`config.mk`:
```
export PLATFORM = sky130hd
export DESIGN_NAME = fbb_lane
export DESIGN_NICKNAME = d
export VERILOG_FILES = /design/src/rtl/core/fractional_box_blur_line_unit_defines.svh /design/src/rtl/core/fbb_pkg.sv /design/src/rtl/core/fbb_lane.sv
export SDC_FILE = /design/constraint.sdc
export NUM_CORES = 2
export LEC_CHECK = 0
export BUFFER_PORTS_ARGS = -buffer_cell sky130_fd_sc_hd__buf_4
export CORE_MARGIN = 2
export CORE_UTILIZATION = 40
export CTS_CLUSTER_SIZE = 14
export DETAILED_ROUTE_END_ITERATION = 10
export PLACE_DENSITY_LB_ADDON = 0.2
export SLEW_MARGIN = 0
export SYNTH_ARGS = -nofsm -noshare
export SYNTH_HDL_FRONTEND = slang
export SYNTH_SLANG_ARGS = --single-unit
```
`constraint.sdc`:
```
create_clock -name clk -period 8.63 [get_ports clk]
set_input_delay 0.863 -clock clk [delete_from_list [all_inputs] [get_ports clk]]
set_output_delay 0.863 -clock clk [all_outputs]
set_load 0.02 [all_outputs]
```
`src/rtl/core/fractional_box_blur_line_unit_defines.svh`:
```
// Assertion macros shared by the blur line unit.
`ifndef FRACTIONAL_BOX_BLUR_LINE_UNIT_DEFINES_SVH
`define FRACTIONAL_BOX_BLUR_LINE_UNIT_DEFINES_SVH

// The consequent must hold in the same cycle as the antecedent.
`define FBB_ASSERT_SAME(lbl, clk, rst, ante, cons) \
  lbl: assert property (@(posedge clk) disable iff (rst) (ante) |-> (cons)) \
    else $error("fbb: property violated");

// The consequent must hold in the cycle after the antecedent.
`define FBB_ASSERT_NEXT(lbl, clk, rst, ante, cons) \
  lbl: assert property (@(posedge clk) disable iff (rst) (ante) |=> (cons)) \
    else $error("fbb: property violated");

`endif

```
`src/rtl/core/fbb_pkg.sv`:
```
package fbb_pkg;

  localparam int PIX_W          = 16;
  localparam int CH_N           = 4;
  localparam int RAD_W          = 5;
  localparam int FRAC_W         = 6;
  localparam int SCALE_W        = 17;
  localparam int NORM_SHIFT     = 22;
  localparam int UNIT_LOG       = 6;
  localparam int UNIT           = 64;
  localparam int MAX_RADIUS_DEF = 31;
  localparam int ADDR_W         = 3;
  localparam int DATA_W         = 32;

  localparam logic [SCALE_W-1:0] SCALE_RESET = 17'd21845;
  localparam logic [RAD_W-1:0]   WHOLE_RESET = 5'd1;
  localparam logic [FRAC_W-1:0]  FRAC_RESET  = 6'd0;

  localparam logic REG_WHOLE = 1'b0;
  localparam logic REG_FRAC  = 1'b1;

  typedef logic [CH_N-1:0][PIX_W-1:0] pix_t;

  typedef enum logic [1:0] {
    ST_RUN,
    ST_FLUSH,
    ST_DIV
  } state_t;

  typedef struct packed {
    logic push;
    logic load;
    logic ld_a;
    logic ld_b;
    logic ld_out;
  } lane_ctl_t;

endpackage

```
`src/rtl/core/fbb_lane.sv`:
```
module fbb_lane #(
  parameter int MAX_RADIUS = fbb_pkg::MAX_RADIUS_DEF
) (
  input  logic                              clk,
  input  fbb_pkg::lane_ctl_t                ctl,
  input  logic [$clog2(2*MAX_RADIUS+4)-1:0] span,
  input  logic [fbb_pkg::FRAC_W-1:0]        frac,
  input  logic [fbb_pkg::SCALE_W-1:0]       scale,
  input  logic [fbb_pkg::PIX_W-1:0]         pix_new,
  input  logic [fbb_pkg::PIX_W-1:0]         old0,
  input  logic [fbb_pkg::PIX_W-1:0]         old1,
  output logic [fbb_pkg::PIX_W-1:0]         result
);

  localparam int DEPTH  = 2 * MAX_RADIUS + 3;
  localparam int SPAN_W = $clog2(DEPTH + 1);
  localparam int W_W    = fbb_pkg::PIX_W + SPAN_W;
  localparam int S_W    = W_W + fbb_pkg::UNIT_LOG;
  localparam int P_W    = S_W + fbb_pkg::SCALE_W;
  localparam int PAIR_W = fbb_pkg::PIX_W + 1;
  localparam int EDGE_W = fbb_pkg::FRAC_W + 1;

  logic [W_W-1:0]    w;
  logic [W_W-1:0]    w_next;
  logic [W_W-1:0]    w_a;
  logic [PAIR_W-1:0] pair_a;
  logic [S_W-1:0]    s_b;
  logic [S_W-1:0]    s_next;
  logic [EDGE_W-1:0] edge_cut;
  logic [P_W-1:0]    prod;

  assign w_next = ctl.load ? W_W'(W_W'(span) * W_W'(pix_new))
                           : w + W_W'(pix_new) - W_W'(old0);

  // The window sum counts the edge pixels at full weight; take back the part
  // above the fractional edge weight.
  assign edge_cut = EDGE_W'(fbb_pkg::UNIT) - EDGE_W'(frac);
  assign s_next   = {w_a, {fbb_pkg::UNIT_LOG{1'b0}}} - S_W'(edge_cut) * S_W'(pair_a);
  assign prod     = P_W'(s_b) * P_W'(scale);

  always_ff @(posedge clk) begin
    if (ctl.push) begin
      w <= w_next;
    end
    if (ctl.ld_a) begin
      w_a    <= w_next;
      pair_a <= PAIR_W'(old1) + PAIR_W'(pix_new);
    end
    if (ctl.ld_b) begin
      s_b <= s_next;
    end
    if (ctl.ld_out) begin
      result <= prod[fbb_pkg::NORM_SHIFT +: fbb_pkg::PIX_W];
    end
  end

endmodule

```
==> impl_results.md <==
- Die width: approximately 260 um
- Grt ovf: 0
- CP Capture Type: flip-flop
- DRT Pass-1 Iters: 5
- Pin count of the biggest net entering global routing: 41
- Main synth FF type: edfxtp_1
- CTS sink count: 108
- Worst slew pin tran: 1250 ps
- Syn nets: slightly below 4,000
- Layout cells sized above 1: 0.0460
- I/O pins: 100
- Root Driver: clkbuf_16
- CTS tree: built
- Setup CP Type: flip-flop to flip-flop
- R2R Setup Slk: 1530 ps
- Min-Delay Path Depth: 1
- Largest family of logic cells by synthesized area: adder cells
- Clock Latency Late Sink: around 400 ps
- WL/cell: roughly 17 um
- GP Congestion: ~0.91
- IO buf count: between 90 and 100
- #FFs+latches synth: ~110
- Die extent in y: 265 um
- Reg2reg path depth: 21
- Critical path buffers and inverters: 5
- Cells along the critical path: nand2_1, fa_1, inv_1, fa_1, inv_1, fa_1, inv_1, fa_1, fa_1, inv_1, fa_1, inv_1, ha_1, nand4_1, or4_1, a211o_1, nand3_1, o211ai_1, nand3_1, a31oi_1, xnor2_1
- Worst slew margin: 0.161
- Hold endpoint: s_b[27]
- Syn avg cell area: between 9 and 10 um2
- Hold-fix buffers at CTS: 0
- Cell mode on critical path: fa_1
- # Post-CTS Setup Buffers: 0
- Initial Utilization: 0.405
- Number of remaining DRC errors: 0
- Hold/Removal Path Class: flip-flop to flip-flop
- Worst Slack Setup Final: ~1500 ps
- Synth Area in Adders: 0.505
- Gate Count Post-Synth: approximately 3,000
- Slew Viols, Final: 0
- Layout area overhead: 6.45%
- Total global-route track usage: 0.203
- 1st-iter DRT viols: between 800 and 900
- Count leader, synth: inv_1
- RSZ-0062 raised after global routing: no
- FMAX: roughly 140 MHz
- CP arrival: 7230 ps
- Row cnt: 95
- Vias in the first global route: 21,700
- Post-synthesis mux area share: 0.00262
- Cts repair resizes: 0
- Share of the synthesized area in the top cell type: 0.408
- Reg2Reg Capture Point: result[15]
- Antenna violations before repair: 2
- Maxcap violations: 0
- Synth Area in Simple Gates: 0.154
- Final number of setup-violating endpoints: 0
- Dpl hpwl: 54,300 um
- Synthesized area: around 27,000 um2
- Via count: roughly 20,000
- Nature of the critical path startpoint: flip-flop
- Hold_sp: w_a[21]
- Yosys warning count: 0
- Area of the core: between 60,000 and 70,000 um2
- Htree depth: 3
- R2R Path Start: s_b[16]
- Crit Path Max Fanout: 17
- Fin crit share: 0.823
- Setup WS pre-CTS: around 1300 ps
- Fill count: about 6,600
- Clk pin slew, worst setup/hold paths: approximately 90 ps
- Fin nets: between 3,000 and 4,000
- Most instantiated cells after synthesis: inv_1 (730), fa_1 (554), nand2_1 (495)
- CTS max path bufs: 2
- Seq/Total Area, Yosys: 0.119
- XOR/XNOR Fraction of Synth Area: 0.0315
- Crit path max-delay family: adder cells
- First-pass GRT wire length: between 100,000 and 150,000 um
- Number of synthesized flops with an enable pin: 108
- Top cells by area, synth: fa_1 (41%), edfxtp_1 (12%), inv_1 (10%)
- Area leader, netlist: fa_1
- Synth Area in Compound Gates: 0.0708
- DR vias/cell: ~5
- CP required: approximately 8800 ps
- CTS Buf Count: 9
- Clock skew: 19.3 ps
- Final WL: between 60,000 and 70,000 um
- Final Hold Viols: 0
- Setup TNS: 0 ps
- Synth unique cells: 71
- Outcome: complete, no violations
- Critical Path Slowest Stage Cell: edfxtp_1
- Max incr delay on CP: roughly 1000 ps
- Die area: ~70,000 um2
- Final antenna-violating net count: 0
- Ys async rst share: 0
- Crit path time final: between 7000 and 8000 ps
-- worst reg2reg max path: cells and delay by family, from the launching register on --
kind            cells  cell delay, ps
fa+ha+maj           7            3400
compound gates      3             570
buf+inv             5             270
xor+xnor            1             130
flops               1            1040
simple gates        5            1410
-- logic make-up after synthesis --
kind of cell             Yosys count
multiplexers                       7
flip-flops                       108
AO/OA/AOI/OAI                    277
AND/OR/NAND/NOR                  892
buffers and inverters            847
adder cells (fa/ha/maj)          767
XOR/XNOR                          98
-- sequential cells by signal, indices dropped and copies added, names as in the netlist --
| register | count |
|---|---|
| s_b | 29 |
| w | 23 |
| pair_a | 17 |
| w_a | 23 |
| result | 16 |
-- per-layer routing --
layer | share of wire | up-vias | GRT usage
met2 | 0.51 | 396 | 0.370
met5 | 0 | - | 0
met1 | 0.43 | 10000 | 0.253
met4 | 0.024 | 0 | 0.0591
li1 | - | 8996 | -
met3 | 0.036 | 84 | 0.0224
-- worst max path at each step --
stage	depth (start not counted)	to	start	slack, ps
final	21	result[15]	s_b[16]	1530
after detailed placement	20	result[15]	scale[8]	1260
after global placement	20	result[15]	scale[8]	1380
after global routing	21	result[15]	s_b[15]	1270
after floorplan	23	result[11]	scale[2]	1920
after CTS	19	result[15]	s_b[15]	1540
-- metrics by stage --
stage	instance area, um2	utilization	hold WS, ps	std cells
6_report	29000	0.431	614	3875
5_1_grt	29000	0.431	644	3875
4_1_cts	29000	0.431	628	3873
3_5_place_dp	28700	0.426	602	3857
3_3_place_gp	28700	0.426	603	3857
2_1_floorplan	27200	-	541	2996
-- placed cells by master (no fill, tap or decap), types with 43 or more instances in the layout --
cell        n
xnor2_1    73
fa_1      554
buf_4     105
edfxtp_1  108
a21oi_1    64
nand2_1   495
and2_1    241
ha_1      213
o21ai_0    43
nor2_1     57
inv_1     730
-- cell type report --
cell class | instances | area [um2] | area share
flip-flops and latches | 108 | 3240 | 0.112
diodes | 2 | 5.00 | 0.000173
clock inverters | 7 | 86.3 | 0.00298
multi-input cells | 2041 | 20800 | 0.718
clock buffers | 9 | 225 | 0.00777
inverters | 730 | 2740 | 0.0946
well taps | 873 | 1090 | 0.0377
repair buffers | 105 | 788 | 0.0272
Power is not shown: default switching activity piles up to over one toggle a cycle in this logic, so the estimate is an artifact.
