$ cat src/rtl/core/fractional_box_blur_line_unit_defines.svh
// Assertion macros shared by the blur line unit.
`ifndef FRACTIONAL_BOX_BLUR_LINE_UNIT_DEFINES_SVH
`define FRACTIONAL_BOX_BLUR_LINE_UNIT_DEFINES_SVH

// The consequent must hold in the same cycle as the antecedent.
`define FBB_ASSERT_SAME(lbl, clk, rst, ante, cons) \
  lbl: assert property (@(posedge clk) disable iff (rst) (ante) |-> (cons)) \
    else $error("fbb: property violated");

// The consequent must hold in the cycle after the antecedent.
`define FBB_ASSERT_NEXT(lbl, clk, rst, ante, cons) \
  lbl: assert property (@(posedge clk) disable iff (rst) (ante) |=> (cons)) \
    else $error("fbb: property violated");

`endif

$ cat src/rtl/core/fbb_pkg.sv
package fbb_pkg;

  localparam int PIX_W          = 16;
  localparam int CH_N           = 4;
  localparam int RAD_W          = 5;
  localparam int FRAC_W         = 6;
  localparam int SCALE_W        = 17;
  localparam int NORM_SHIFT     = 22;
  localparam int UNIT_LOG       = 6;
  localparam int UNIT           = 64;
  localparam int MAX_RADIUS_DEF = 31;
  localparam int ADDR_W         = 3;
  localparam int DATA_W         = 32;

  localparam logic [SCALE_W-1:0] SCALE_RESET = 17'd21845;
  localparam logic [RAD_W-1:0]   WHOLE_RESET = 5'd1;
  localparam logic [FRAC_W-1:0]  FRAC_RESET  = 6'd0;

  localparam logic REG_WHOLE = 1'b0;
  localparam logic REG_FRAC  = 1'b1;

  typedef logic [CH_N-1:0][PIX_W-1:0] pix_t;

  typedef enum logic [1:0] {
    ST_RUN,
    ST_FLUSH,
    ST_DIV
  } state_t;

  typedef struct packed {
    logic push;
    logic load;
    logic ld_a;
    logic ld_b;
    logic ld_out;
  } lane_ctl_t;

endpackage

$ cat src/rtl/core/fbb_cell.sv
module fbb_cell (
  input  logic              clk,
  input  fbb_pkg::lane_ctl_t ctl,
  input  logic              is_top,
  input  fbb_pkg::pix_t     pix_new,
  input  fbb_pkg::pix_t     pix_next,
  output fbb_pkg::pix_t     pix_q
);

  // At line start every cell takes the first pixel; otherwise the top of the
  // window takes the new pixel and the rest shift toward cell zero.
  always_ff @(posedge clk) begin
    if (ctl.load) begin
      pix_q <= pix_new;
    end else if (ctl.push) begin
      pix_q <= is_top ? pix_new : pix_next;
    end
  end

endmodule

$ cat config.mk
export PLATFORM = sky130hd
export DESIGN_NAME = fbb_cell
export DESIGN_NICKNAME = d
export VERILOG_FILES = /design/src/rtl/core/fractional_box_blur_line_unit_defines.svh /design/src/rtl/core/fbb_pkg.sv /design/src/rtl/core/fbb_cell.sv
export SDC_FILE = /design/constraint.sdc
export NUM_CORES = 1
export LEC_CHECK = 0
export BUFFER_PORTS_ARGS = -buffer_cell sky130_fd_sc_hd__buf_2
export CAP_MARGIN = 10
export CORE_ASPECT_RATIO = 1.1
export CORE_MARGIN = 2
export CORE_UTILIZATION = 29
export DETAILED_ROUTE_END_ITERATION = 10
export SLEW_MARGIN = 20
export SYNTH_ARGS = -nofsm -noshare
export SYNTH_HDL_FRONTEND = slang
export SYNTH_SLANG_ARGS = --single-unit
$ cat constraint.sdc
create_clock -name clk -period 1.37 [get_ports clk]
set_input_delay 0.137 -clock clk [delete_from_list [all_inputs] [get_ports clk]]
set_output_delay 0.137 -clock clk [all_outputs]
set_load 0.02 [all_outputs]
==> results of run 1 <==
==> per-stage QoR <==
stage,power [W],setup WS (ns),hold WS (ns),util (%),cells
final,0.00565,0.370,0.115,42.8,470
after global routing,0.00589,0.338,0.0978,42.8,470
after CTS,0.00575,0.350,0.0973,42.8,470
after detailed placement,0.00356,0.0699,0.440,40.1,454
after global placement,0.00354,0.0789,0.438,40.1,454
after floorplan,0.00314,0.0121,0.354,-,136
==> layout make-up <==
class,instances,area (µm²)
clock buffer,12,236
clock inverter,4,45.0
fill,963,5860
multi-input combinational,66,972
sequential,64,1920
tap,123,154
timing repair buffer,201,1060
==> cells by family after synthesis <==
family | synth area share [%]
simple gates | 0.872
mux | 31.4
buf+inv | 3.99
flops | 63.8
==> worst max-delay path by stage <==
stage,startpoint,end
2_1_floorplan,ctl[4],pix_q[0]
3_3_place_gp,is_top,pix_q[1]
3_5_place_dp,is_top,pix_q[1]
4_1_cts,pix_q[18],pix_q[18]
5_1_grt,pix_q[6],pix_q[6]
6_report,pix_q[18],pix_q[18]
==> power breakdown <==
group	total (W)	switching, W	internal (W)	leakage (nW)
sequential	0.00245	0.0000445	0.00241	0.652
clock	0.00214	0.000745	0.00140	0.140
combinational	0.00105	0.000544	0.000507	1.29
==> routing by layer <==
metal	GRT usage [%]	vias up
met4	5.41	0
met1	12.5	882
li1	-	948
met3	4.85	9
met2	18.1	114
met5	0	-
==> cell usage after synthesis <==
cell                       number
sky130_fd_sc_hd__edfxtp_1      64
sky130_fd_sc_hd__buf_12         6
sky130_fd_sc_hd__or2_2          1
sky130_fd_sc_hd__mux2_4        60
sky130_fd_sc_hd__mux2_2         4
sky130_fd_sc_hd__nor2_8         1
==> results by group, run 1 <==
Floorplanning
  • Top-level I/O count: 199
  • Die span in x: 101 µm
  • Area of the die: approximately 0.011 mm²
  • Starting density of the core: 29.4%
  • Placeable core region: 0.0102 mm²
  • Die height: 111 µm
  • Number of placement rows: 39

Synthesis
  • Yosys warnings: 0
  • Syn Nets: between 200 and 300
  • Top cells by area, synth: sky130_fd_sc_hd__edfxtp_1, sky130_fd_sc_hd__mux2_4, sky130_fd_sc_hd__buf_12, sky130_fd_sc_hd__mux2_2, sky130_fd_sc_hd__nor2_8
  • Unique cell type count in the Yosys netlist: 6
  • Cell area after synthesis: 0.00301 mm²
  • Largest area contributor in the synthesized netlist: sky130_fd_sc_hd__edfxtp_1
  • Area fraction of the dominant cell type after synthesis: 63.8%
  • Count of state elements after synthesis: between 60 and 70
  • Number of standard cells after synthesis: roughly 140
  • Mean instance size in the synthesized netlist: 22.2 µm²
  • Sequential share of the synthesized area: 63.8%

Global route
  • Gr ovfl total: 0
  • Via count of the first global-routing pass: ~2000
  • Overall global routing resource usage: 11.2%
  • Antenna violations before repair: 0
  • Largest net degree at the start of global routing: 37
  • Wire length of the first global-routing pass: 9520 µm

Route
  • Length of routed wiring on met1: 2480 µm
  • Detailed-routed wire length on met3: 598 µm
  • DR WL/cell: 13.4 µm
  • Length of the first detailed-routing pass in iterations: 4
  • Total wire length after detailed routing: 6320 µm
  • Highest metal layer with signal wires: met4
  • Post-detailed-route via-to-cell ratio: 4.16
  • Total via count after detailed routing: roughly 2000
  • First-iteration detailed-routing DRC count: 24
  • DR WL met2: 3110 µm
  • DR DRC count: 0
  • Post-DRT Antenna Nets: 0

Place
  • Post-DP Area: 0.00411 mm²
  • Buffers on Ports: 195
  • HPWL reported at the end of detailed placement: around 4900 µm
  • Final weighted congestion in routability-driven placement: 0.660

Worst setup path
  • Chain of cells forming the critical path: buf_2
  • Arrival time worst endpoint: 0.86 ns
  • Largest delay contributor family on the critical path: flip-flops
  • Stage delay of the slowest cell on the critical path: 0.37 ns
  • WP depth: 1
  • Worst-path maximum fanout: 1
  • CP Launch Type: register
  • Type of the worst setup path: register to primary output
  • Critical-path top delay cell: sky130_fd_sc_hd__edfxtp_1
  • Type of element capturing the critical path: primary output
  • Worst EP required: 1.23 ns
  • Combined buffer and inverter count along the critical path: 1

CTS
  • Postcts setup bufs: 0
  • Reg clk slew, reported paths: 0.05 ns
  • Clock root buffer: sky130_fd_sc_hd__clkbuf_16
  • PostCTS Resize Cnt: 0
  • Cts hold-fix bufs: 0
  • Number of CTS-inserted buffers: 9
  • Number of sinks handled by clock tree synthesis: 64
  • H-tree depth reported by CTS: 3
  • CTS tree: done
  • Bufs on Longest Clock Path: 2

Layout
  • Largest register by flop count: pix_q
  • Most frequent standard cell in the layout excluding fill and tap cells: sky130_fd_sc_hd__buf_2
  • Layout Nets: 477
  • Final Cell Area: 0.00439 mm²
  • Biggest regs: pix_q: 64 flops
  • Most frequent cells in the layout: sky130_fd_sc_hd__buf_2, sky130_fd_sc_hd__edfxtp_1, sky130_fd_sc_hd__mux2_4, sky130_fd_sc_hd__clkbuf_16, sky130_fd_sc_hd__mux2_2
  • Synth-to-Final Area Change: 45.6%
  • Ratio of cells with drive above 1 in the final layout: 80.7%
  • Number of flip-flops in the largest register: 64
  • Antenna Diode Count: 0

Power
  • Worst VDD drop: 0.438 mV
  • Static leakage power: 2.08 nW
  • Power density of the placed cells: 1290 mW/mm²

Run
  • Number of max-capacitance violations reported: 0

Worst hold path
  • Source of the worst hold timing path: pix_next[13]
  • Worst hold-check path type: primary input to register
  • Worst hold path cell count: 2
  • Hold Path Sink: pix_q[13]

Timing
  • Setup TNS Final: 0 ns
  • Worst Tran Pin Value: about 0.36 ns
  • Final Max Tran Viols: 0
  • Final Hold Fails: 0
  • Max Freq: 1.00 GHz
  • Part of the cycle the worst path needs: 73.0%
  • Min Clock Period, post-route: 1.00 ns
  • Worst max-slew margin expressed relative to the limit: between 70% and 80%
  • Setup repair after global routing missed its margin: false
  • # setup viols final: 0

Status
  • Outcome: finished clean
Note: power is estimated with default switching activity, not from simulation.
==> run 2: changes to the inputs <==
Clock period 1.37 ns to 0.9 ns, I/O delays scaled along.
==> run 2 against run 1 <==
Effect of this change:
- the flow now finishes with violations (negative setup slack)
- power grew 62%
- flip-flop and latch count unchanged
- global-route usage increased by 0.65 points
- routed wire length up 11%
- combinational power grew 87%
- via count up 3.4%
- final cell count increased by 0.43%
- worst setup slack worse by 0.45 ns
- critical path type unchanged
==> results by group, run 2 (synthesized netlist as in run 1, its figures left out) <==
Worst setup path
  • Worst-path maximum fanout: 1
  • Critical-path top delay cell: sky130_fd_sc_hd__edfxtp_1
  • Worst EP required: 0.81 ns
  • Type of element capturing the critical path: primary output
  • Chain of cells forming the critical path: buf_6
  • Stage delay of the slowest cell on the critical path: a little over 0.4 ns
  • Combined buffer and inverter count along the critical path: 1
  • Arrival time worst endpoint: 0.89 ns
  • Largest delay contributor family on the critical path: flip-flops
  • Type of the worst setup path: register to primary output
  • CP Launch Type: register

CTS
  • Cts hold-fix bufs: 0
  • Reg clk slew, reported paths: around 0.060 ns
  • CTS tree: done
  • Number of CTS-inserted buffers: 9
  • H-tree depth reported by CTS: 3
  • Clock root buffer: sky130_fd_sc_hd__clkbuf_16
  • Number of sinks handled by clock tree synthesis: 64
  • Bufs on Longest Clock Path: 2

Layout
  • Antenna Diode Count: 0
  • Most frequent cells in the layout: sky130_fd_sc_hd__buf_2, sky130_fd_sc_hd__mux2_4, sky130_fd_sc_hd__edfxtp_1, sky130_fd_sc_hd__buf_6, sky130_fd_sc_hd__clkbuf_16
  • Synth-to-Final Area Change: 60.9%
  • Layout Nets: 479
  • Number of standard cells in the layout, taps in and fillers out: 472
  • Number of flip-flops in the largest register: 64
  • Biggest regs: pix_q: 64 flops
  • Largest register by flop count: pix_q
  • Ratio of cells with drive above 1 in the final layout: 81.4%
  • Most frequent standard cell in the layout excluding fill and tap cells: sky130_fd_sc_hd__buf_2

Power
  • Power density of the placed cells: 1890 mW/mm²
  • Static leakage power: 2.25 nW
  • Worst VDD drop: approximately 0.78 mV

Floorplanning
  • Starting density of the core: 29.4%
  • Number of placement rows: 39
  • Top-level I/O count: between 150 and 200
  • Die height: 111 µm
  • Die span in x: 101 µm
  • Area of the die: ~0.011 mm²
  • Placeable core region: 0.0102 mm²

Route
  • DR WL/cell: roughly 15 µm
  • Total via count after detailed routing: 2020
  • First-iteration detailed-routing DRC count: 30
  • Total wire length after detailed routing: 7000 µm
  • Length of the first detailed-routing pass in iterations: 4
  • Post-DRT Antenna Nets: 0
  • Post-detailed-route via-to-cell ratio: 4.28
  • DR DRC count: 0

Status
  • Failing checks: negative setup slack
  • Outcome: complete, but fails checks

Place
  • Final weighted congestion in routability-driven placement: 0.655
  • Placement-stage worst setup slack: -0.353 ns
  • Dpl cells: between 400 and 500
  • Buffers on Ports: 195

Global route
  • Largest net degree at the start of global routing: 34
  • Gr ovfl total: 0
  • Overall global routing resource usage: 11.9%
  • Wire length of the first global-routing pass: 10100 µm
  • Antenna violations before repair: 0
  • Via count of the first global-routing pass: 2062

Timing
  • Final Max Tran Viols: 0
  • Max Freq: 1.02 GHz
  • Worst Tran Pin Value: 0.273 ns
  • Worst path setup slack after routing: -0.0799 ns
  • Min Clock Period, post-route: just under 1 ns
  • Final Hold Fails: 0
  • # setup viols final: 104
  • Worst max-slew margin expressed relative to the limit: approximately four fifths
  • Part of the cycle the worst path needs: 109%
  • Setup repair after global routing missed its margin: true

Worst hold path
  • Worst hold-check path type: primary input to register

Run
  • Number of max-capacitance violations reported: 0
==> run 2: report_power, final <==
group          leakage (nW)  internal, W  switching, W  total (W)
sequential            0.652      0.00367      0.000139    0.00381
combinational          1.46      0.00112      0.000841    0.00196
clock                 0.139      0.00214       0.00126    0.00340
==> run 2: final timing paths <==
| kind | from | endpoint | cells after the start |
|---|---|---|---|
| worst min-delay path | pix_new[50] | pix_q[50] | 2 |
| worst max-delay path | pix_q[56] | pix_q[56] | 1 |
==> run 2: cell type report <==
cell class | count | area (µm²)
fillers | 913 | 5400
multi-input cells | 66 | 990
clock inverters | 7 | 71.3
well taps | 123 | 154
repair buffers | 203 | 1490
flip-flops and latches | 64 | 1920
clock buffers | 9 | 225
==> run 2: metrics by stage <==
stage	setup TNS (ns)	total power (W)	instance area, µm²	utilization (%)	hold WS [ns]
after floorplan	-15.78	0.00477	3020	-	0.307
after global placement	-23.26	0.00540	4110	40.1	0.390
after detailed placement	-24.44	0.00542	4110	40.1	0.394
after CTS	-4.17	0.00900	4550	44.4	0.0476
after global routing	-6.56	0.00955	4850	47.3	0.0533
final	-2.88	0.00917	4850	47.3	0.0609
==> run 2: per-layer routing <==
layer	track usage (%)	vias up	share of wire (%)
met5	0	-	0
li1	-	957	-
met2	18.8	122	49
met3	3.72	10	9.3
met1	14.3	931	40
met4	6.22	0	1.6
==> run 2: what timing repair did <==
| action | in CTS | in global routing |
|---|---|---|
| setup endpoints to repair | 66 | 112 |
| pin swaps | 0 | 1 |
| setup buffers | 0 | 0 |
| gates cloned | 1 | 3 |
| resized for setup | 35 | 80 |
==> run 3: changes to the inputs <==
Settings changed: GPL_TIMING_DRIVEN set to 0, PLACE_DENSITY set to 0.63.
==> run 3 against run 2 <==
Effect of this change:
- the flow still finishes with violations (negative setup slack)
- critical path depth unchanged
- highest routed layer unchanged
- maximum frequency up 3.4%
- non-clock buffer count is 3 higher
- combinational power about the same
- utilization shrank 0.21 points
- cell area down 0.44%
- flip-flop and latch count stayed put
==> results by group, run 3 (synthesized netlist as in run 1, its figures left out) <==
Status
  • Outcome: complete, but fails checks
  • Failing checks: negative setup slack

Layout
  • Ratio of cells with drive above 1 in the final layout: 80.7%
  • Number of filler instances in the final layout: 912
  • Synth-to-Final Area Change: 60.2%
  • Antenna Diode Count: 0
  • Most frequent cells in the layout: sky130_fd_sc_hd__buf_2, sky130_fd_sc_hd__edfxtp_1, sky130_fd_sc_hd__mux2_4, sky130_fd_sc_hd__buf_6, sky130_fd_sc_hd__clkbuf_16
  • Utilization after layout: 47.1%
  • Number of standard cells in the layout, taps in and fillers out: 476
  • Biggest regs: pix_q: 64 flops
  • Largest register by flop count: pix_q
  • Layout Nets: 483
  • Number of flip-flops in the largest register: 64
  • Most frequent standard cell in the layout excluding fill and tap cells: sky130_fd_sc_hd__buf_2
  • Final Cell Area: 0.00483 mm²

Worst setup path
  • Largest delay contributor family on the critical path: flip-flops
  • Type of element capturing the critical path: primary output
  • Stage delay of the slowest cell on the critical path: 0.39 ns
  • Arrival time worst endpoint: 0.86 ns
  • Critical-path top delay cell: sky130_fd_sc_hd__edfxtp_1
  • CP Launch Type: register
  • Combined buffer and inverter count along the critical path: 1
  • Type of the worst setup path: register to primary output
  • Chain of cells forming the critical path: buf_6
  • Worst-path maximum fanout: 1
  • Worst EP required: 0.81 ns

Timing
  • Worst path setup slack after routing: -0.0476 ns
  • # setup viols final: 64
  • Part of the cycle the worst path needs: 105%
  • Max Freq: 1.06 GHz
  • Final Max Tran Viols: 0
  • Worst Tran Pin Value: 0.472 ns
  • Hold_ws: 0.0681 ns
  • Setup repair after global routing missed its margin: true
  • Min Clock Period, post-route: around 0.95 ns
  • Worst max-slew margin expressed relative to the limit: about two thirds
  • Final Hold Fails: 0

Route
  • DR WL/cell: approximately 14 µm
  • Post-DRT Antenna Nets: 0
  • Total via count after detailed routing: 2084
  • Total wire length after detailed routing: 6840 µm
  • First-iteration detailed-routing DRC count: 51
  • Post-detailed-route via-to-cell ratio: 4.38
  • Length of the first detailed-routing pass in iterations: 4
  • DR DRC count: 0

CTS
  • CTS tree: done
  • Clock root buffer: sky130_fd_sc_hd__clkbuf_16
  • Bufs on Longest Clock Path: 2
  • Number of CTS-inserted buffers: 9
  • Cts hold-fix bufs: 0
  • Number of sinks handled by clock tree synthesis: 64
  • H-tree depth reported by CTS: 3
  • Reg clk slew, reported paths: roughly 0.05 ns

Power
  • Worst VDD drop: 0.705 mV
  • Static leakage power: 2.24 nW
  • Power density of the placed cells: 1870 mW/mm²

Place
  • Final weighted congestion in routability-driven placement: 0.671
  • Buffers on Ports: 195
  • Post-DP Area: a little over 0.004 mm²
  • Dpl cells: around 450
  • HPWL reported at the end of detailed placement: 4870 µm
  • Placement-stage worst setup slack: -0.519 ns

Floorplanning
  • Die span in x: 101 µm
  • Die height: 111 µm
  • Area of the die: 0.0112 mm²
  • Placeable core region: between 0.01 and 0.015 mm²
  • Starting density of the core: between 20% and 30%
  • Top-level I/O count: 199
  • Number of placement rows: 39

Global route
  • Antenna violations before repair: 0
  • Via count of the first global-routing pass: 2053
  • Gr ovfl total: 0
  • Largest net degree at the start of global routing: 33
  • Wire length of the first global-routing pass: between 9000 and 10000 µm
  • Overall global routing resource usage: 11.7%

Run
  • Number of max-capacitance violations reported: 0

Worst hold path
  • Worst hold-check path type: primary input to register
-- run 3: changes by cell type in the layout (fill, tap and decap cells not counted), moves of 2 or more --
| cell | before | now |
|---|---|---|
| sky130_fd_sc_hd__buf_2 | 142 | 147 |
| sky130_fd_sc_hd__buf_6 | 52 | 47 |
| sky130_fd_sc_hd__mux2_2 | 0 | 4 |
| sky130_fd_sc_hd__mux2_4 | 64 | 60 |
| sky130_fd_sc_hd__buf_12 | 5 | 8 |
| sky130_fd_sc_hd__buf_4 | 0 | 2 |
| sky130_fd_sc_hd__clkbuf_1 | 0 | 2 |
| sky130_fd_sc_hd__clkinvlp_4 | 2 | 0 |
-- run 3: metal layers --
layer	GRT usage (%)	share of wire (%)	wire [µm]
met5	0	0	0
met4	6.58	1.4	96
met3	3.78	8.2	558
met2	19.6	52	3540
met1	12.9	39	2650
-- run 3: final timing paths --
kind	startpoint	end	slack, ns	cells past startpoint
min	pix_next[30]	pix_q[30]	0.07	2
max	pix_q[2]	pix_q[2]	-0.05	1
-- run 3: metrics by stage --
step | total power, W | setup TNS (ns)
global route | 0.00942 | -4.36
global placement | 0.00541 | -57.46
finish | 0.00902 | -1.90
detailed placement | 0.00544 | -60.16
floorplan | 0.00477 | -15.78
CTS | 0.00897 | -3.27
-- run 3: area by class of cell --
| type | instances | area, µm² | area share, % |
|---|---|---|---|
| sequential | 64 | 1920 | 39.8 |
| timing repair buffer | 200 | 1370 | 28.4 |
| multi-input combinational | 67 | 983 | 20.4 |
| clock buffer | 11 | 233 | 4.82 |
| tap | 123 | 154 | 3.19 |
| buffer | 6 | 120 | 2.49 |
| clock inverter | 5 | 47.5 | 0.984 |
-- run 3: what timing repair did --
item,4_1_cts,5_1_grt
pin swaps,2,1
endpoints found under the setup margin,188,116
setup buffers,3,0
gates cloned,1,2
gates resized for setup,43,54
-- run 3: report_power, final --
group | switching (W) | total [W] | leakage, nW | internal [W]
registers | 0.000127 | 0.00380 | 0.652 | 0.00367
logic | 0.000846 | 0.00195 | 1.45 | 0.00110
clock network | 0.00116 | 0.00328 | 0.138 | 0.00211
total | 0.00214 | 0.00902 | 2.24 | 0.00689
