`src/rtl/core/fractional_box_blur_line_unit_defines.svh`:
```
// Assertion macros shared by the blur line unit.
`ifndef FRACTIONAL_BOX_BLUR_LINE_UNIT_DEFINES_SVH
`define FRACTIONAL_BOX_BLUR_LINE_UNIT_DEFINES_SVH

// The consequent must hold in the same cycle as the antecedent.
`define FBB_ASSERT_SAME(lbl, clk, rst, ante, cons) \
  lbl: assert property (@(posedge clk) disable iff (rst) (ante) |-> (cons)) \
    else $error("fbb: property violated");

// The consequent must hold in the cycle after the antecedent.
`define FBB_ASSERT_NEXT(lbl, clk, rst, ante, cons) \
  lbl: assert property (@(posedge clk) disable iff (rst) (ante) |=> (cons)) \
    else $error("fbb: property violated");

`endif

```
`src/rtl/core/fbb_pkg.sv`:
```
package fbb_pkg;

  localparam int PIX_W          = 16;
  localparam int CH_N           = 4;
  localparam int RAD_W          = 5;
  localparam int FRAC_W         = 6;
  localparam int SCALE_W        = 17;
  localparam int NORM_SHIFT     = 22;
  localparam int UNIT_LOG       = 6;
  localparam int UNIT           = 64;
  localparam int MAX_RADIUS_DEF = 31;
  localparam int ADDR_W         = 3;
  localparam int DATA_W         = 32;

  localparam logic [SCALE_W-1:0] SCALE_RESET = 17'd21845;
  localparam logic [RAD_W-1:0]   WHOLE_RESET = 5'd1;
  localparam logic [FRAC_W-1:0]  FRAC_RESET  = 6'd0;

  localparam logic REG_WHOLE = 1'b0;
  localparam logic REG_FRAC  = 1'b1;

  typedef logic [CH_N-1:0][PIX_W-1:0] pix_t;

  typedef enum logic [1:0] {
    ST_RUN,
    ST_FLUSH,
    ST_DIV
  } state_t;

  typedef struct packed {
    logic push;
    logic load;
    logic ld_a;
    logic ld_b;
    logic ld_out;
  } lane_ctl_t;

endpackage

```
`src/rtl/core/fbb_scale_div.sv`:
```
module fbb_scale_div #(
  parameter int DEN_W = 13
) (
  input  logic                        clk,
  input  logic                        rst,
  input  logic                        start,
  input  logic [DEN_W-1:0]            den,
  output logic                        busy,
  output logic [fbb_pkg::SCALE_W-1:0] scale
);

  localparam int ITER   = fbb_pkg::NORM_SHIFT + 1;
  localparam int ITER_W = $clog2(ITER + 1);

  logic [ITER_W-1:0] cnt;
  logic [DEN_W-1:0]  rem;
  logic [DEN_W:0]    rem_sh;
  logic              q_bit;
  logic [DEN_W-1:0]  rem_next;

  // Restoring division of a single set bit by the window weight, one quotient
  // bit per cycle.
  assign rem_sh   = {rem, (cnt == ITER_W'(ITER))};
  assign q_bit    = (rem_sh >= {1'b0, den});
  assign rem_next = q_bit ? DEN_W'(rem_sh - {1'b0, den}) : rem_sh[DEN_W-1:0];

  always_ff @(posedge clk) begin
    if (rst) begin
      busy  <= 1'b0;
      cnt   <= '0;
      rem   <= '0;
      scale <= fbb_pkg::SCALE_RESET;
    end else if (start) begin
      busy  <= 1'b1;
      cnt   <= ITER_W'(ITER);
      rem   <= '0;
      scale <= '0;
    end else if (busy) begin
      rem   <= rem_next;
      scale <= {scale[fbb_pkg::SCALE_W-2:0], q_bit};
      cnt   <= cnt - ITER_W'(1);
      busy  <= (cnt != ITER_W'(1));
    end
  end

endmodule

```
`config.mk`:
```
export PLATFORM = sky130hd
export DESIGN_NAME = fbb_scale_div
export DESIGN_NICKNAME = d
export VERILOG_FILES = /design/src/rtl/core/fractional_box_blur_line_unit_defines.svh /design/src/rtl/core/fbb_pkg.sv /design/src/rtl/core/fbb_scale_div.sv
export SDC_FILE = /design/constraint.sdc
export NUM_CORES = 1
export LEC_CHECK = 0
export BUFFER_PORTS_ARGS = -buffer_cell sky130_fd_sc_hd__buf_2
export CAP_MARGIN = 10
export CORE_AREA = 2 2 75 77
export CTS_BUF_LIST = sky130_fd_sc_hd__clkbuf_2
export CTS_CLUSTER_DIAMETER = 80
export DETAILED_ROUTE_END_ITERATION = 6
export DIE_AREA = 0 0 77 79
export PLACE_DENSITY_LB_ADDON = 0.08
export SLEW_MARGIN = 20
export SYNTH_ARGS = -nofsm -noshare
export SYNTH_HDL_FRONTEND = slang
export SYNTH_SLANG_ARGS = --single-unit
```
`constraint.sdc`:
```
create_clock -name clk -period 2.6 [get_ports clk]
set_input_delay 0.52 -clock clk [delete_from_list [all_inputs] [get_ports clk]]
set_output_delay 0.52 -clock clk [all_outputs]
set_load 0.05 [all_outputs]
```
==> results of run 1 <==
-- cell usage after synthesis (2+ instances only) --
master    number  area, sq um
dfxtp_1       36          721
nor2_1        26         97.6
mux2i_1       25          250
inv_1         21         78.8
ha_1          16          200
a21oi_1       15         75.1
o21ai_0       13         65.1
nand2_1        8         30.0
nand2b_1       8         50.1
nand3_1        8         40.0
o21bai_1       8         60.1
xnor2_1        7         61.3
clkbuf_1       6         22.5
o211ai_1       4         30.0
a31oi_1        3         18.8
nor3_1         3         15.0
or2_2          3         18.8
xor2_1         3         26.3
a21oi_2        2         17.5
buf_4          2         15.0
buf_6          2         22.5
nand3b_1       2         15.0
nand4b_1       2         17.5
nor2b_1        2         12.5
nor4b_1        2         17.5
o21a_1         2         15.0
o21ai_1        2         10.0
o311a_1        2         20.0
o311ai_1       2         17.5
o32a_2         2         22.5
or4b_2         2         20.0
-- where the power goes --
part,leakage [nW],switching [mW],internal [mW]
Clock,0.0390,0.197,0.161
Combinational,0.868,0.191,0.132
Sequential,0.297,0.0238,0.582
-- cells in the final DEF, fill, tap and decap left out, types with 4 or more instances in the layout --
cell	instances
a21oi_1	15
buf_2	33
buf_4	18
clkbuf_2	5
dfxtp_1	33
ha_1	15
inv_1	21
mux2i_1	24
nand2_1	8
nand2b_1	7
nand3_1	8
nor2_1	26
o211ai_1	4
o21ai_0	13
o21bai_1	8
xnor2_1	7
-- sequential cells by signal, summed over array words and instances (netlist names) --
register,flops
busy,1
rem,13
cnt,5
scale,17
-- metal layers --
metal | global-route usage [%] | vias up
met5 | 0 | -
met3 | 3.30 | 7
met4 | 6.61 | 0
met2 | 27.2 | 27
li1 | - | 1027
met1 | 22.0 | 886
-- layout make-up --
class / count / share of cell area [%]
Clock buffer: 5 / 0.915
Tap cell: 72 / 3.29
Timing Repair Buffer: 52 / 11.7
Sequential cell: 36 / 26.5
Multi-Input combinational cell: 192 / 53.2
Inverter: 21 / 2.88
Clock inverter: 3 / 1.56
-- logic make-up after synthesis --
logic type	count (synthesis)	synth area share [%]
AND/OR/NAND/NOR	72	16.5
AO/OA/AOI/OAI	67	20.4
flip-flops	36	30.9
buffers and inverters	35	7.57
multiplexers	26	11.4
adder cells (fa/ha/maj)	17	9.45
XOR/XNOR	10	3.76
-- worst max path at each step --
stage	slack [ns]	cells after the start	to	from
after floorplan	0.04	10	rem[0]	cnt[0]
after global routing	0.008	11	rem[0]	cnt[1]
after CTS	0.004	11	rem[0]	cnt[0]
after global placement	0.06	10	rem[0]	den[0]
final	0.15	11	rem[0]	cnt[0]
after detailed placement	0.02	11	rem[0]	cnt[0]
-- through the flow --
stage | area [sq um] | setup WS (ns)
floorplan | 2330 | 0.0436
global placement | 2620 | 0.0571
detailed placement | 2620 | 0.0170
CTS | 2690 | 0.00361
global route | 2740 | 0.00794
finish | 2740 | 0.151
-- worst max-delay path: cells and delay by family (launching register included) --
kind | cells | cell delay, ns
buf+inv | 1 | 0.14
simple gates | 2 | 0.30
fa+ha+maj | 3 | 0.73
compound gates | 4 | 0.59
mux | 1 | 0.30
flops | 1 | 0.36
-- repair_timing --
item / in CTS / in global routing
endpoints found under the setup margin: 0 / 12
resized for setup: 0 / 6
setup buffers: 0 / 3
endpoints found under the hold margin: 0 / 0
==> impl_metrics.py, run 1 <==
metrics = {
    "run_status": {
        "status": "complete, no violations",
    },
    "setup_path": {
        "cp_slowest_cell": "fa_1",
        "worst_path_most_repeated_cell": "a21oi_4",
        "r2r-start": "cnt[0]",
        "worst-path-max-fanout": 9,
        "cpPeakStageDelay_ns": 0.38,
        "path_cells": "ha_1, nand4b_1, ha_2, fa_1, nand2b_4, a21oi_4, o21bai_4, a21oi_4, buf_12, mux2_4, a21oi_2",
        "reg2reg_to": "rem[0]",
        "regToRegSetupSlack_ns": 0.15,
        "crit_required_ns": 2.94,
        "cp-end-kind": "register",
        "critical_path_class": "register to register",
        "cp-start-kind": "register",
        "reg2reg_depth": 11,
        "crit_arrival_ns": 2.79,
    },
    "layout": {
        "final_util_pct": 51.2,
        "antenna_cells": 0,
        "fillers": 535,
        "syn2layout_area_growth_pct": 17.4,
        "drive_gt1_share_pct": 26.9,
        "fin_cells": 381,
        "seq_area_sq_um": 724,
        "multi_input_area_sq_um": 1450,
        "fin_nets": 341,
    },
    "synth": {
        "synth_area_sq_um": 2330,
        "synth_fp_nets": 296,
        "synth_cell_types": 55,
        "synth_ff_type": "dfxtp_1",
        "yosysWarnings": 0,
        "ys_seq_area_share_pct": 30.9,
        "synth-seq-cells": 36,
        "synth-edff-count": 0,
        "netlist_instances": 263,
        "syn_avg_cell_area_sq_um": 8.86,
        "async_flop_share_pct": 0,
    },
    "placement": {
        "placed_cells": 370,
        "gp_congestion": 0.789,
        "dp_hpwl_mm": 3.59,
        "port_buffers": 33,
    },
    "drt": {
        "route.met3.wl_um": 123,
        "vias": 1947,
        "wirelength_mm": 4.93,
        "met2_length_mm": 2.27,
        "vias_per_cell": 5.11,
        "m1WireLength_mm": 2.46,
        "top_layer": "met4",
        "drt_pass1_iterations": 4,
        "wl_per_cell_um": 12.9,
        "first_iter_violations": 35,
        "antenna_left": 0,
        "drc": 0,
    },
    "clock_network": {
        "clk_path_buf_depth": 2,
        "root_buffer": "clkbuf_2",
        "cts_max_level": 2,
        "cts_hold_buf": 0,
        "insertion_delay_ns": 0.38,
        "clkSinkCount": 36,
        "path_clk_slew_ns": 0.20,
        "tritoncts": "built",
        "cts_buffers": 5,
    },
    "global_routing": {
        "grt_pass1_vias": 1812,
        "grt_pass1_wl_mm": 8.27,
        "antenna_found_initial": 0,
        "grt.overflow.total": 0,
        "grt_max_degree": 41,
        "grtUsageTotal_pct": 16.8,
    },
    "power_and_ir_drop": {
        "powerDensity_nw_per_um2": 471,
        "leakage_nw": 1.20,
        "peakVddDrop_uv": 337,
        "finalPower_mw": 1.29,
    },
    "timing": {
        "setup_violations": 0,
        "fmax_ghz": 0.408,
        "grt_setup_unrepaired": "false",
        "final.setup.tns_ns": 0,
        "holdWs_ns": 0.470,
        "hold_violations": 0,
        "max_slew_margin_pct": 68.0,
        "final-max-slew-violation-count": 0,
        "fin_skew_ns": 0.0194,
        "period_share_pct": 94.2,
        "period_minus_slack_ns": 2.45,
        "worstMarginPinSlew_ns": 0.480,
    },
    "worst_hold_path": {
        "holdPathEnd": "busy",
        "hold_class": "input pin to register",
        "worstHoldStart": "rst",
        "hold_depth": 2,
    },
    "die": {
        "die_area_sq_um": 6080,
        "start_util_pct": 43.6,
        "pin_count": 34,
        "die_w_um": 77,
        "die_height_um": 79,
        "rows": 27,
        "coreArea_sq_um": 5340,
    },
    "flow_run": {
        "max_cap_viol_count": 0,
    },
}
Power figures use the tool's default switching activity.
==> run 2: changes to the inputs <==
--- a/config.mk
+++ b/config.mk
@@ -5,13 +5,14 @@
 export SDC_FILE = /design/constraint.sdc
 export NUM_CORES = 1
 export LEC_CHECK = 0
+export ABC_AREA = 1
 export BUFFER_PORTS_ARGS = -buffer_cell sky130_fd_sc_hd__buf_2
 export CAP_MARGIN = 10
-export CORE_AREA = 2 2 75 77
+export CORE_AREA = 2 2 76 78
 export CTS_BUF_LIST = sky130_fd_sc_hd__clkbuf_2
 export CTS_CLUSTER_DIAMETER = 80
 export DETAILED_ROUTE_END_ITERATION = 6
-export DIE_AREA = 0 0 77 79
+export DIE_AREA = 0 0 78 80
 export PLACE_DENSITY_LB_ADDON = 0.08
 export SLEW_MARGIN = 20
 export SYNTH_ARGS = -nofsm -noshare
==> impl_metrics.py, run 2 <==
metrics = {
    "setup_path": {
        "worst-path-max-fanout": 14,
        "regToRegSetupSlack_ns": 0.20,
        "cp-end-kind": "register",
        "critical_path_class": "register to register",
        "cp-start-kind": "register",
        "crit_required_ns": 2.88,
        "crit_arrival_ns": 2.68,
    },
    "die": {
        "rows": 27,
        "die_w_um": 78,
        "die_height_um": 80,
        "pin_count": 34,
        "start_util_pct": 45.1,
        "die_area_sq_um": 6240,
        "coreArea_sq_um": 5410,
    },
    "drt": {
        "antenna_left": 0,
        "wl_per_cell_um": 11.9,
        "met2_length_mm": 2.63,
        "m1WireLength_mm": 2.76,
        "drc": 0,
        "wirelength_mm": 5.61,
        "vias": 2285,
        "vias_per_cell": 4.85,
        "drt_pass1_iterations": 5,
        "first_iter_violations": 138,
        "route.met3.wl_um": 196,
        "top_layer": "met4",
    },
    "synth": {
        "synth_ff_type": "dfxtp_1",
        "netlist_instances": 364,
        "async_flop_share_pct": 0,
        "synth_area_sq_um": 2440,
        "yosysWarnings": 0,
        "synth_cell_types": 33,
        "synth_top_area_share_pct": 29.6,
        "synth_area_leaders": "dfxtp_1 (30%), nand2_1 (16%), inv_1 (10%), ha_1 (8.2%), nand3_1 (6.4%)",
        "post-synth-top-count-cell": "nand2_1",
        "synth_fp_nets": 397,
        "synth_area_leader_cell": "dfxtp_1",
        "syn_avg_cell_area_sq_um": 6.70,
        "synth-seq-cells": 36,
        "yosys-top-cells-count": "nand2_1 (102), inv_1 (66), dfxtp_1 (36)",
        "synth-edff-count": 0,
        "ys_seq_area_share_pct": 29.6,
    },
    "timing": {
        "fmax_ghz": 0.417,
        "worstMarginPinSlew_ns": 0.685,
        "hold_violations": 0,
        "max_slew_margin_pct": 54.2,
        "period_share_pct": 92.3,
        "grt_setup_unrepaired": "false",
        "final.setup.tns_ns": 0,
        "holdWs_ns": 0.399,
        "final-max-slew-violation-count": 0,
        "setup_violations": 0,
        "period_minus_slack_ns": 2.40,
        "fin_skew_ns": 0.0188,
    },
    "placement": {
        "port_buffers": 33,
        "placed_cells": 463,
        "dp_hpwl_mm": 4.31,
        "gp_congestion": 0.840,
    },
    "clock_network": {
        "post_cts_buffers": 0,
        "clkSinkCount": 36,
        "cts_resized": 0,
        "cts_buffers": 5,
        "insertion_delay_ns": 0.38,
        "clk_path_buf_depth": 2,
        "cts_max_level": 2,
        "root_buffer": "clkbuf_2",
        "path_clk_slew_ns": 0.17,
        "cts_hold_buf": 0,
        "tritoncts": "built",
    },
    "run_status": {
        "status": "complete, no violations",
    },
    "global_routing": {
        "grt.overflow.total": 0,
        "grt_pass1_vias": 2103,
        "antenna_found_initial": 0,
        "grt_pass1_wl_mm": 9.53,
        "grt_max_degree": 23,
        "grtUsageTotal_pct": 19.2,
    },
    "worst_hold_path": {
        "hold_class": "input pin to register",
    },
    "layout": {
        "fillers": 569,
        "drive_gt1_share_pct": 16.5,
        "largest_reg_flops": 17,
        "reg_top3": "scale: 17 flops, rem: 13 flops, cnt: 5 flops",
        "final_common_cell": "nand2_1",
        "seq_area_sq_um": 721,
        "fin_nets": 431,
        "final_cell_mix": "nand2_1 (102), inv_1 (66), dfxtp_1 (36)",
        "fin_cells": 471,
        "syn2layout_area_growth_pct": 12.0,
        "top_register": "scale",
        "antenna_cells": 0,
        "multi_input_area_sq_um": 1380,
        "final_util_pct": 50.5,
    },
    "flow_run": {
        "max_cap_viol_count": 0,
    },
    "power_and_ir_drop": {
        "powerDensity_nw_per_um2": 429,
        "finalPower_mw": 1.17,
        "leakage_nw": 1.42,
        "peakVddDrop_uv": 561,
    },
}
[run 2: cell count changes after synthesis, moves of 18 or more]
cell     delta
nand4_1    +18
inv_1      +45
mux2i_1    -25
nand3_1    +23
nand2_1    +94
[run 2: worst max-delay path, stage by stage (launching register included)]
cell     delay [ns]
dfxtp_1        0.44
ha_1           0.17
nand4_1        0.12
ha_1           0.24
fa_1           0.40
inv_1          0.11
nand2_1        0.07
nand3_2        0.08
nand2_2        0.14
nand3_4        0.22
nand3_1        0.15
nand3_1        0.10
a21oi_1        0.06
[run 2: worst paths after layout]
kind                                 from         to  cells after the start
worst min register to register  scale[16]  scale[16]                      2
worst max-delay path               cnt[0]     rem[5]                     12
worst min-delay path                start     cnt[2]                      3
worst max register to register     cnt[0]     rem[5]                     12
[run 2: power by group]
part	switching (mW)	internal (mW)	total, mW	leakage (nW)
logic	0.155	0.0680	0.223	1.08
registers	0.0205	0.575	0.595	0.295
clock network	0.187	0.166	0.353	0.0430
[run 2: logic make-up (layout without fill, tap and decap cells)]
family          count (synthesis)  in the layout  synth area share, %
flops                          36             36                 29.6
xor+xnor                        7              7                 2.52
compound gates                 41             41                 11.0
buf+inv                        83            118                 14.0
simple gates                  180            180                 33.9
fa+ha+maj                      17             17                 9.03
[run 2: through the flow]
stage                     worst slack, ns  instance area (sq um)
after global placement              0.263                   2660
after CTS                           0.202                   2730
after floorplan                     0.524                   2440
final                               0.201                   2730
after detailed placement            0.248                   2660
after global routing               0.0116                   2730
[run 2: layer usage]
metal | GRT usage (%) | up-vias
li1 | - | 1233
met4 | 5.79 | 0
met1 | 24.4 | 1010
met3 | 3.39 | 2
met5 | 0 | -
met2 | 33.4 | 40
[run 2: layout make-up]
cell class,instances,area share [%]
tap,72,3.30
sequential,36,26.4
multi-input combinational,245,50.4
timing repair buffer,39,7.70
inverter,71,9.77
clock buffer,6,1.10
clock inverter,2,1.28
==> run 3: changes to the inputs <==
--- a/config.mk
+++ b/config.mk
@@ -8,11 +8,11 @@
 export ABC_AREA = 1
 export BUFFER_PORTS_ARGS = -buffer_cell sky130_fd_sc_hd__buf_2
 export CAP_MARGIN = 10
-export CORE_AREA = 2 2 76 78
+export CORE_AREA = 2 2 92 94
 export CTS_BUF_LIST = sky130_fd_sc_hd__clkbuf_2
 export CTS_CLUSTER_DIAMETER = 80
 export DETAILED_ROUTE_END_ITERATION = 6
-export DIE_AREA = 0 0 78 80
+export DIE_AREA = 0 0 94 96
 export PLACE_DENSITY_LB_ADDON = 0.08
 export SLEW_MARGIN = 20
 export SYNTH_ARGS = -nofsm -noshare
==> impl_metrics.py, run 3 (synthesis gave the netlist of run 2 again) <==
metrics = {
    "timing": {
        "fmax_ghz": 0.416,
        "hold_violations": 0,
        "final.setup.tns_ns": 0,
        "period_share_pct": 92.4,
        "worstMarginPinSlew_ns": 0.388,
        "grt_setup_unrepaired": "false",
        "period_minus_slack_ns": 2.40,
        "max_slew_margin_pct": 74.1,
        "final-max-slew-violation-count": 0,
        "setup_violations": 0,
        "fin_skew_ns": 0.0235,
    },
    "worst_hold_path": {
        "holdPathEnd": "cnt[2]",
        "hold_depth": 3,
        "hold_class": "input pin to register",
        "worstHoldStart": "start",
    },
    "layout": {
        "final_cell_mix": "nand2_1 (102), inv_1 (66), dfxtp_1 (35)",
        "final_common_cell": "nand2_1",
        "syn2layout_area_growth_pct": 14.6,
        "drive_gt1_share_pct": 17.2,
        "reg_top3": "scale: 17 flops, rem: 13 flops, cnt: 5 flops",
        "stdcell_area_sq_um": 2790,
        "top_register": "scale",
        "antenna_cells": 0,
        "largest_reg_flops": 17,
        "fin_nets": 433,
    },
    "power_and_ir_drop": {
        "powerDensity_nw_per_um2": 435,
        "leakage_nw": 1.42,
        "peakVddDrop_uv": 283,
    },
    "die": {
        "pin_count": 34,
        "coreArea_sq_um": 8050,
        "die_height_um": 96,
        "start_util_pct": 30.3,
        "die_area_sq_um": 9020,
        "die_w_um": 94,
        "rows": 33,
    },
    "global_routing": {
        "grtUsageTotal_pct": 15.7,
        "grt_pass1_wl_mm": 11.1,
        "grt.overflow.total": 0,
        "grt_max_degree": 23,
        "grt_pass1_vias": 2279,
        "antenna_found_initial": 0,
    },
    "setup_path": {
        "reg2reg_depth": 12,
        "reg2reg_to": "rem[11]",
        "cp_slowest_cell": "dfxtp_1",
        "crit_required_ns": 2.90,
        "critical_path_class": "register to register",
        "r2r-start": "cnt[1]",
        "cp-start-kind": "register",
        "cp-end-kind": "register",
        "worst-path-max-fanout": 14,
        "path_cells": "ha_1, nand4_1, ha_1, fa_1, inv_1, nand2_1, nand3_2, nand2_2, nand3_4, nand3_1, nand3_1, a21oi_1",
        "regToRegSetupSlack_ns": 0.20,
        "crit_arrival_ns": 2.70,
        "cpPeakStageDelay_ns": 0.42,
    },
    "clock_network": {
        "cts_buffers": 5,
        "insertion_delay_ns": 0.40,
        "clkSinkCount": 36,
        "post_cts_buffers": 0,
        "cts_max_level": 2,
        "path_clk_slew_ns": 0.21,
        "clk_path_buf_depth": 2,
        "tritoncts": "built",
        "root_buffer": "clkbuf_2",
    },
    "placement": {
        "gp_congestion": 0.787,
        "port_buffers": 33,
        "dp_hpwl_mm": 4.95,
        "place_area_sq_um": 2720,
    },
    "drt": {
        "antenna_left": 0,
        "drc": 0,
        "drt_pass1_iterations": 4,
        "wl_per_cell_um": 12.9,
        "first_iter_violations": 72,
        "vias": 2297,
        "vias_per_cell": 4.54,
        "wirelength_mm": 6.50,
    },
    "flow_run": {
        "max_cap_viol_count": 0,
    },
    "run_status": {
        "status": "complete, no violations",
    },
}
-- run 3: metal layers --
| metal | vias to the layer above | GRT usage, % | wire length [um] |
|---|---|---|---|
| met5 | - | 0 | 0 |
| met4 | 0 | 4.35 | 77 |
| met3 | 6 | 2.27 | 150 |
| met2 | 31 | 27.8 | 3020 |
| met1 | 1016 | 20.0 | 3260 |
| li1 | 1244 | - | - |
-- run 3: through the flow --
step	worst slack, ns	std cells	util [%]	total power, mW	hold WS, ns
after CTS	0.142	506	34.7	1.23	0.351
final	0.199	506	34.7	1.21	0.388
after global routing	0.0322	506	34.7	1.28	0.344
after global placement	0.325	498	33.8	0.842	0.452
after detailed placement	0.200	498	33.8	0.839	0.462
after floorplan	0.524	364	-	0.770	0.461
-- run 3: area by class of cell --
cell class                 count  area (sq um)
inverter                      71           267
multi-input combinational    245          1380
fill                         893          5260
timing repair buffer          41           225
clock buffer                   5          25.0
tap                          105           131
sequential                    36           722
clock inverter                 3          46.3
-- run 3: what timing repair did --
item / CTS / global route
endpoints found under the setup margin: 0 / 4
hold buffers: 0 / 0
resized for setup: 0 / 1
endpoints found under the hold margin: 0 / 0
-- run 3: worst max path at each step --
stage | startpoint | endpoint | slack, ns | cells after the start
2_1_floorplan | cnt[0] | rem[5] | 0.52 | 13
3_3_place_gp | cnt[0] | rem[11] | 0.32 | 12
3_5_place_dp | cnt[0] | rem[11] | 0.20 | 12
4_1_cts | cnt[0] | rem[11] | 0.14 | 12
5_1_grt | cnt[1] | rem[11] | 0.03 | 12
6_report | cnt[1] | rem[11] | 0.20 | 12
-- run 3: worst max-delay path: cells and delay by family, from the launching register on --
family                   cells  cell delay [ns]
buffers and inverters        1             0.11
AO/OA/AOI/OAI                1             0.06
AND/OR/NAND/NOR              7             0.88
adder cells (fa/ha/maj)      3             0.85
flip-flops                   1             0.42
-- run 3: power by group --
part / total (mW) / internal, mW / switching (mW)
clock network: 0.387 / 0.166 / 0.221
logic: 0.230 / 0.0691 / 0.161
registers: 0.597 / 0.576 / 0.0211
